[src/rffs_pkg.sv]
package rffs_pkg;

	// slot store geometry, the tree is a full heap with leaves at SLOTS + slot
	localparam int SLOTS  = 1024;
	localparam int LVLS   = $clog2(SLOTS);
	localparam int IDX_W  = LVLS;
	localparam int NODE_W = LVLS + 1;
	localparam int CNT_W  = LVLS + 1;
	localparam int NODES  = 2 * SLOTS;

	localparam logic [NODE_W-1:0] ROOT_NODE = NODE_W'(1);

	typedef enum logic [1:0] {
		CMD_WRITE    = 2'd0,
		CMD_FIND     = 2'd1,
		CMD_FIND_CLR = 2'd2
	} cmd_t;

	// one port count memory access
	typedef struct packed {
		logic              we;
		logic [NODE_W-1:0] addr;
		logic [CNT_W-1:0]  wdata;
	} mem_req_t;

	// finished result word from the sequencer
	typedef struct packed {
		logic             found;
		logic [IDX_W-1:0] found_index;
		logic [CNT_W-1:0] available_total;
	} res_t;

endpackage

[src/rffs_seq.sv]
module rffs_seq (
	input  logic                       clk,
	input  logic                       arst_n,
	input  logic                       in_valid,
	output logic                       in_stall,
	input  logic [1:0]                 cmd,
	input  logic [rffs_pkg::IDX_W-1:0] slot_index,
	input  logic                       write_value,
	input  logic [rffs_pkg::IDX_W-1:0] range_low,
	input  logic [rffs_pkg::IDX_W-1:0] range_high,
	input  logic                       res_room,
	output logic                       res_valid,
	output rffs_pkg::res_t             res,
	output rffs_pkg::mem_req_t         mem_req,
	input  logic [rffs_pkg::CNT_W-1:0] rd_data
);
	import rffs_pkg::*;

	typedef enum logic [8:0] {
		ST_CLEAR   = 9'b000000001,
		ST_IDLE    = 9'b000000010,
		ST_UPD_RD  = 9'b000000100,
		ST_UPD_WR  = 9'b000001000,
		ST_F_RD    = 9'b000010000,
		ST_F_CHK   = 9'b000100000,
		ST_F_CLIMB = 9'b001000000,
		ST_F_DESC  = 9'b010000000,
		ST_DONE    = 9'b100000000
	} state_t;

	typedef enum logic [1:0] {
		PH_LEAF = 2'd0,
		PH_SIB  = 2'd1,
		PH_DESC = 2'd2
	} phase_t;

	state_t            state_q, state_d;
	logic [NODE_W-1:0] clr_q, clr_d;
	logic [CNT_W-1:0]  root_q, root_d;

	logic [NODE_W-1:0] node_q, node_d;
	phase_t            phase_q, phase_d;
	logic              inc_q, inc_d;
	logic              mark_q, mark_d;
	logic [1:0]        cmd_q, cmd_d;
	logic [IDX_W-1:0]  qh_q, qh_d;
	logic              hit_q, hit_d;
	logic [IDX_W-1:0]  idx_q, idx_d;

	logic              nz;
	logic              leaf;
	logic [CNT_W-1:0]  adj;

	// shared unit: zero test and +/-1 on the word just read
	assign nz   = |rd_data;
	assign leaf = node_q[LVLS];
	assign adj  = inc_q ? rd_data + CNT_W'(1) : rd_data - CNT_W'(1);

	assign in_stall        = (state_q != ST_IDLE);
	assign res_valid       = (state_q == ST_DONE);
	assign res.found       = hit_q;
	assign res.found_index = idx_q;
	assign res.available_total = root_q;

	always_comb begin
		state_d = state_q;
		clr_d   = clr_q;
		root_d  = root_q;
		node_d  = node_q;
		phase_d = phase_q;
		inc_d   = inc_q;
		mark_d  = mark_q;
		cmd_d   = cmd_q;
		qh_d    = qh_q;
		hit_d   = hit_q;
		idx_d   = idx_q;
		mem_req = '{we: 1'b0, addr: node_q, wdata: '0};

		unique case (state_q)
			ST_CLEAR: begin
				mem_req.we   = 1'b1;
				mem_req.addr = clr_q;
				clr_d        = clr_q + NODE_W'(1);
				if (&clr_q) begin
					state_d = ST_IDLE;
				end
			end
			ST_IDLE: begin
				if (in_valid) begin
					cmd_d  = cmd;
					mark_d = write_value;
					qh_d   = range_high;
					hit_d  = 1'b0;
					idx_d  = '0;
					unique case (cmd)
						CMD_WRITE: begin
							node_d  = {1'b1, slot_index};
							state_d = ST_UPD_RD;
						end
						CMD_FIND, CMD_FIND_CLR: begin
							if (range_low > range_high) begin
								state_d = ST_DONE;
							end else begin
								node_d  = {1'b1, range_low};
								phase_d = PH_LEAF;
								state_d = ST_F_RD;
							end
						end
						default: begin
							state_d = ST_DONE;
						end
					endcase
				end
			end
			ST_UPD_RD: begin
				state_d = ST_UPD_WR;
			end
			ST_UPD_WR: begin
				if (leaf) begin
					if (rd_data == CNT_W'(mark_q)) begin
						state_d = ST_DONE;
					end else begin
						mem_req.we    = 1'b1;
						mem_req.wdata = CNT_W'(mark_q);
						inc_d         = mark_q;
						node_d        = node_q >> 1;
						state_d       = ST_UPD_RD;
					end
				end else begin
					mem_req.we    = 1'b1;
					mem_req.wdata = adj;
					if (node_q == ROOT_NODE) begin
						root_d  = adj;
						state_d = ST_DONE;
					end else begin
						node_d  = node_q >> 1;
						state_d = ST_UPD_RD;
					end
				end
			end
			ST_F_RD: begin
				state_d = ST_F_CHK;
			end
			ST_F_CHK: begin
				unique case (phase_q)
					PH_LEAF, PH_SIB: begin
						state_d = nz ? ST_F_DESC : ST_F_CLIMB;
					end
					PH_DESC: begin
						// left child empty: the right one holds the set mark
						if (!nz) begin
							node_d = node_q + NODE_W'(1);
						end
						state_d = ST_F_DESC;
					end
					default: begin
						state_d = ST_DONE;
					end
				endcase
			end
			ST_F_CLIMB: begin
				if (node_q == ROOT_NODE) begin
					state_d = ST_DONE;
				end else if (node_q[0]) begin
					node_d = node_q >> 1;
				end else begin
					node_d  = node_q + NODE_W'(1);
					phase_d = PH_SIB;
					state_d = ST_F_RD;
				end
			end
			ST_F_DESC: begin
				if (leaf) begin
					if (node_q[IDX_W-1:0] <= qh_q) begin
						hit_d = 1'b1;
						idx_d = node_q[IDX_W-1:0];
						if (cmd_q == CMD_FIND_CLR) begin
							mark_d  = 1'b0;
							state_d = ST_UPD_RD;
						end else begin
							state_d = ST_DONE;
						end
					end else begin
						state_d = ST_DONE;
					end
				end else begin
					node_d  = {node_q[NODE_W-2:0], 1'b0};
					phase_d = PH_DESC;
					state_d = ST_F_RD;
				end
			end
			ST_DONE: begin
				if (res_room) begin
					state_d = ST_IDLE;
				end
			end
			default: begin
				state_d = ST_IDLE;
			end
		endcase
	end

	always_ff @(posedge clk or negedge arst_n) begin
		if (!arst_n) begin
			state_q <= ST_CLEAR;
			clr_q   <= '0;
			root_q  <= '0;
		end else begin
			state_q <= state_d;
			clr_q   <= clr_d;
			root_q  <= root_d;
		end
	end

	always_ff @(posedge clk) begin
		node_q  <= node_d;
		phase_q <= phase_d;
		inc_q   <= inc_d;
		mark_q  <= mark_d;
		cmd_q   <= cmd_d;
		qh_q    <= qh_d;
		hit_q   <= hit_d;
		idx_q   <= idx_d;
	end

endmodule

[config.mk]
export PLATFORM = sky130hd
export DESIGN_NAME = rffs_seq
export DESIGN_NICKNAME = d
export VERILOG_FILES = /design/src/rffs_pkg.sv /design/src/rffs_seq.sv
export SDC_FILE = /design/constraint.sdc
export NUM_CORES = 1
export LEC_CHECK = 0
export BUFFER_PORTS_ARGS = -buffer_cell sky130_fd_sc_hd__buf_2
export CAP_MARGIN = 20
export CORE_MARGIN = 3
export CORE_UTILIZATION = 55
export CTS_CLUSTER_SIZE = 25
export DETAILED_ROUTE_END_ITERATION = 12
export PLACE_DENSITY = 0.9
export SETUP_SLACK_MARGIN = 0.3
export SYNTH_ARGS = -nofsm -noshare
export SYNTH_HDL_FRONTEND = slang
export SYNTH_SLANG_ARGS = --single-unit
[constraint.sdc]
create_clock -name clk -period 3.9 [get_ports clk]
set_input_delay 0.78 -clock clk [delete_from_list [all_inputs] [get_ports clk]]
set_output_delay 0.78 -clock clk [all_outputs]
set_load 0.01 [all_outputs]
Yosys cells after proc, flatten, opt, wreduce, memory -nomap -nowiden --
Index checks and enable logic that the tools add are counted.
Operators by class: $add $sub $neg 4, $lt $le $gt $ge 2, eq/ne operators 35, mux-type cells 56, bitwise logic cells 2, reduce and logical (&&, ||, !) cells 18
Operator list (number):
- 2-to-1 mux 11 bit | 13
- 2-to-1 mux 9 bit | 12
- case mux 9 bit (9 select lines) | 1
- case mux 11 bit (5 select lines) | 1
- 2-to-1 mux 10 bit | 4
- case mux 9 bit (2 select lines) | 2
- adder 11 x 1 -> 11 bit, second input constant | 3
- != test 2 bit, second input constant | 13
- case mux 11 bit (2 select lines) | 1
- case mux 10 bit (2 select lines) | 1
- AND reduction 7 bit | 2
- 2-to-1 mux 2 bit | 6
- != test 3 bit, second input constant | 4
- == test 11 x 1 -> 1 bit | 1
- == test 11 x 1 -> 1 bit, second input constant | 1
- AND reduction 11 bit | 1
- OR reduction 11 bit | 1
- subtractor 11 x 1 -> 11 bit, second input constant | 1
- greater-than comparator 10 bit | 1
- less-or-equal comparator 10 bit | 1
- 2-to-1 mux 1 bit | 10
- AND reduction 10 bit | 1
- == test 9 x 1 -> 1 bit, second input constant | 1
- == test 9 x 2 -> 1 bit, second input constant | 1
- 24 further kinds | 34
Word-level totals: flip-flop bits (word level) 69, input port bits 48, output and inout port bits 47, logic and storage cells 129

Longest topological paths before layout --
depth after elaboration 5, depth in mapped cells 9, depth with buffers taken out 8

Worst setup path after synthesis --
No wires, ideal clock.
kind input-to-reg, start point input port range_high[5] (netlist bit), end point register node_q[0] (enable), setup time 0.390 ns, arrival time 2.841 ns, data required time 3.510 ns, setup slack 0.669 ns, stages on the path 8, buffers on the path 0, cells stage by stage inv_1 ha_1 a21oi_1 o21ai_0 a2111oi_0 nor3_1 nand3b_1 nor3_1
On the way: cells in the longest elaborated chain, start to end 3
Ends and longest elaborated chain:
- start: declaration | RTL line rffs_seq.sv:10 | input logic [rffs_pkg::IDX_W-1:0] range_high,
- greater-than comparator 10 bit | RTL line rffs_seq.sv:101 | if (range_low > range_high) begin
- != test 3 bit (no source line)
- AND reduction 10 bit (no source line)
- end signal: assignment | RTL line rffs_seq.sv:216 | node_q <= node_d;
- end: declaration | RTL line rffs_seq.sv:41 | logic [NODE_W-1:0] node_q, node_d;
Every way passes these cells. A chain may end at the register's enable or synchronous reset.

==> impl_summary.txt <==
----------------------------------------------------
[Run status]
  Result of the run ... finished, final reports clean

[Critical path]
  Arrival @ worst endpoint ... 2.61 ns
  FF-to-FF Start ... state_q[5]
  Category of the worst setup path launch point ... primary input
  Critical path required time ... 3.12 ns
  Setup crit end kind ... output port
  Crit Path Class ... primary input to output port
  Maximum cell stage delay along the critical path ... 0.46 ns
  Library cell appearing most often on the critical path ... buf_2
  Critical-path top delay cell ... fa_1
  Number of cells on the worst reg-to-reg path ... 5
  Reg-to-Reg End ... phase_q[0]
  Setup slack of the worst register-to-register path ... 1.05 ns
  Cell-by-cell listing of the critical path ... buf_2, inv_1, fa_1, nor2b_1, o21ai_0, a21oi_1, o211ai_1, a21boi_0, nor3_1, buf_2
  Biggest fanout along the worst timing path ... 7

[STA]
  Measured slew at the worst slew-check pin ... 1.08 ns
  Count of final setup violators ... 0
  Minimum setup slack in the final design ... 0.508 ns
  Upper clock frequency limit ... 0.295 GHz
  Final hold slack ... 0.468 ns
  Unrepaired setup endpoints after global routing ... no
  Final number of max-transition violations ... 0
  Max Clock Skew ... 0.0129 ns
  Fin crit share ... 87.0%
  Normalized max-slew margin ... 27.4%
  Fin crit period ... 3.39 ns
  Final hold violation count ... 0
  Accumulated negative setup slack ... 0 ns

[Power and ir drop]
  Net Sw Frac ... 38.2%
  Maximum ir drop on the vdd rail ... 0.303 mV
  Leakage power summed over all cells ... 2.50 nW
  Sequential cell fraction of total power ... 44.3%
  Comb pwr share ... 34.2%
  Switching power ... 0.000946 W
  Power density over the cells ... 457 mW/mm²
  Clock power frac ... 21.5%
  Internal power of the cells ... 0.00153 W

[CTS]
  Worst skew pair latency ... 0.35 ns
  Clock root buffer master ... clkbuf_8
  CTS tree ... built
  Total clock buffers created by CTS ... 9
  Buffer levels on the longest clock path ... 2
  Number of post-CTS setup repair buffers ... 0
  # clock sinks ... 69
  H-tree levels ... 3
  Register clock-pin slew on the reported worst setup and hold paths ... 0.07 ns

[Logic synthesis]
  Warnings, synthesis ... 0
  Share of the synthesized area in the top cell type ... 24.1%
  Post-synthesis sequential element count ... 69
  Async set-reset flop share out of synthesis ... 44.9%
  Number of synthesized flops with an enable pin ... 38
  Fraction of the yosys area taken by sequential cells ... 40.5%
  Count leader, synth ... nand2_1
  Netlist area before placement ... 0.00474 mm²
  Top cell types by occurrence after synthesis ... nand2_1, edfxtp_1, ha_1, inv_1, nor2_1
  Mean instance size in the synthesized netlist ... 9.08 µm²
  Count of different cell masters after synthesis ... 58
  Gate count after technology mapping ... 522
  Yosys top cell by area ... edfxtp_1
  Primary FF master, synth ... edfxtp_1
  Synth top area cells ... edfxtp_1, dfrtp_1, ha_1
  Post-synthesis net count ... 606

[Final layout]
  NumNets Final ... 689
  Ratio of cells with drive above 1 in the final layout ... 20.2%
  Number of inserted diodes ... 0
  Non-Filler Cell Area, Final ... 0.00542 mm²
  Area Overhead vs Synth ... 14.4%
  Final std cells w/o fill ... 715

[Drt]
  WL met1 ... 5140 µm
  Length of the first detailed-routing pass in iterations ... 5
  Uppermost layer routed ... met4
  Post-route DRC ... 0
  Detail Route Antenna Nets ... 0
  Avg WL per Cell ... 17.3 µm
  DR iter-0 viols ... 388
  Metal2 WL ... 5720 µm
  Detailed-routed wire length on met3 ... 1180 µm
  Post-Route WL ... 12400 µm
  Vias post-DR ... 4458
  Vias/cell ... 6.23

[Placement]
  Total placed cells including tap cells ... 699
  Post-detailed-placement half-perimeter wirelength ... 9490 µm
  Placed standard-cell area ... 0.00525 mm²
  Total of buffers placed on input and output ports ... 94
  Setup Slack @ Placement ... 0.450 ns
  Routability-driven placement congestion ratio ... 0.979

[Die]
  Core area ... 0.00830 mm²
  Die area ... 0.00976 mm²
  Die Ht ... 98.8 µm
  Row Count ... 33
  Horizontal extent of the die ... 98.8 µm
  Initial Utilization ... 57.1%
  Number of I/O pins ... 95

[Global routing]
  Number of antenna violations at the first check in global routing ... 0
  Total congestion overflow after global routing ... 0
  Vias in the first global route ... 4171
  Largest net degree at the start of global routing ... 32
  Overall routing resource usage ... 25.5%
  Wire length of the first global-routing pass ... 20100 µm

[Flow run]
  Max-Cap Viols ... 0

[Worst hold path]
  Worst min-delay path category ... primary input to asynchronous set/reset pin

----------------------------------------------------
metrics by stage:
stage | total power [W] | utilization, %
detailed placement | 0.00193 | 63.3
global route | 0.00261 | 65.3
global placement | 0.00189 | 63.3
floorplan | 0.00165 | -
finish | 0.00248 | 65.3
CTS | 0.00246 | 65.3
state kept, by name, indices dropped and copies added (netlist names):
| register | cells |
|---|---|
| clr_q | 11 |
| node_q | 11 |
| root_q | 11 |
| idx_q | 10 |
| qh_q | 10 |
| state_q | 9 |
| cmd_q | 2 |
| phase_q | 2 |
| hit_q | 1 |
| inc_q | 1 |
| mark_q | 1 |
critical path, delay by kind of cell:
kind | cells | cell delay, ns
fa+ha+maj | 1 | 0.46
buf+inv | 3 | 0.39
simple gates | 2 | 0.22
compound gates | 4 | 0.76
cell families (layout without fill, tap and decap cells):
logic type / Yosys count / after routing / synth area share [%]
DFF: 69 / 69 / 40.5
xor gates and xnor gates: 26 / 26 / 4.81
and+or+nand+nor: 207 / 207 / 22.4
AOI/OAI and AO/OA: 119 / 119 / 16.5
muxes: 3 / 3 / 0.634
adders and majority gates: 36 / 36 / 9.66
buffers and inverters: 62 / 150 / 5.49
worst max path at each step:
stage | start | endpoint | slack [ns] | depth (start not counted)
4_1_cts | inc_q | mem_req[9] | 0.48 | 9
2_1_floorplan | range_high[5] | node_q[0] | 0.67 | 8
3_3_place_gp | range_low[5] | phase_q[1] | 0.51 | 8
6_report | rd_data[0] | mem_req[10] | 0.51 | 10
5_1_grt | state_q[5] | mem_req[0] | 0.33 | 6
3_5_place_dp | range_high[5] | phase_q[1] | 0.45 | 9
cells in the final DEF (no fill, tap or decap), types with 4 or more instances in the layout:
cell type	count
a21o_1	8
buf_4	4
or3_1	4
inv_1	34
nor2b_1	10
nand3_1	5
and4_1	5
nand2_1	74
ha_1	35
nand4_1	16
edfxtp_1	38
o21ai_0	30
buf_2	94
clkbuf_8	11
a211oi_1	12
nor4_1	10
nor2_1	33
a22oi_1	4
nor3_1	12
o22ai_1	4
nand2b_1	6
a31oi_1	9
xnor2_1	17
and3_1	8
a21oi_1	23
dfrtp_1	30
xor2_1	9
and2_1	11
a221oi_1	5
area by class of cell:
type	instances	area [µm²]
inverters	36	140
clock buffers	14	163
multi-input cells	391	2560
clock inverters	2	10.0
fillers	666	2880
well taps	105	131
repair buffers	98	500
flip-flops and latches	69	1920
power groups by stage:
stage                     clock, W  combinational, W  sequential (W)
after floorplan                  0          0.000608         0.00104
after global placement           0          0.000793         0.00110
after detailed placement         0          0.000827         0.00111
after CTS                 0.000535          0.000831         0.00109
final                     0.000533          0.000847         0.00110
after global routing      0.000566          0.000937         0.00111
layer usage:
layer	track usage, %	up-vias
met5	0	-
met4	11.9	0
met3	4.81	39
met2	39.4	289
met1	34.9	2070
li1	-	2060
timing repair:
action,CTS,global route
endpoints found under the setup margin,0,2
hold buffers,0,0
resized for setup,0,1
No activity file was read; power rests on OpenSTA's default activity.
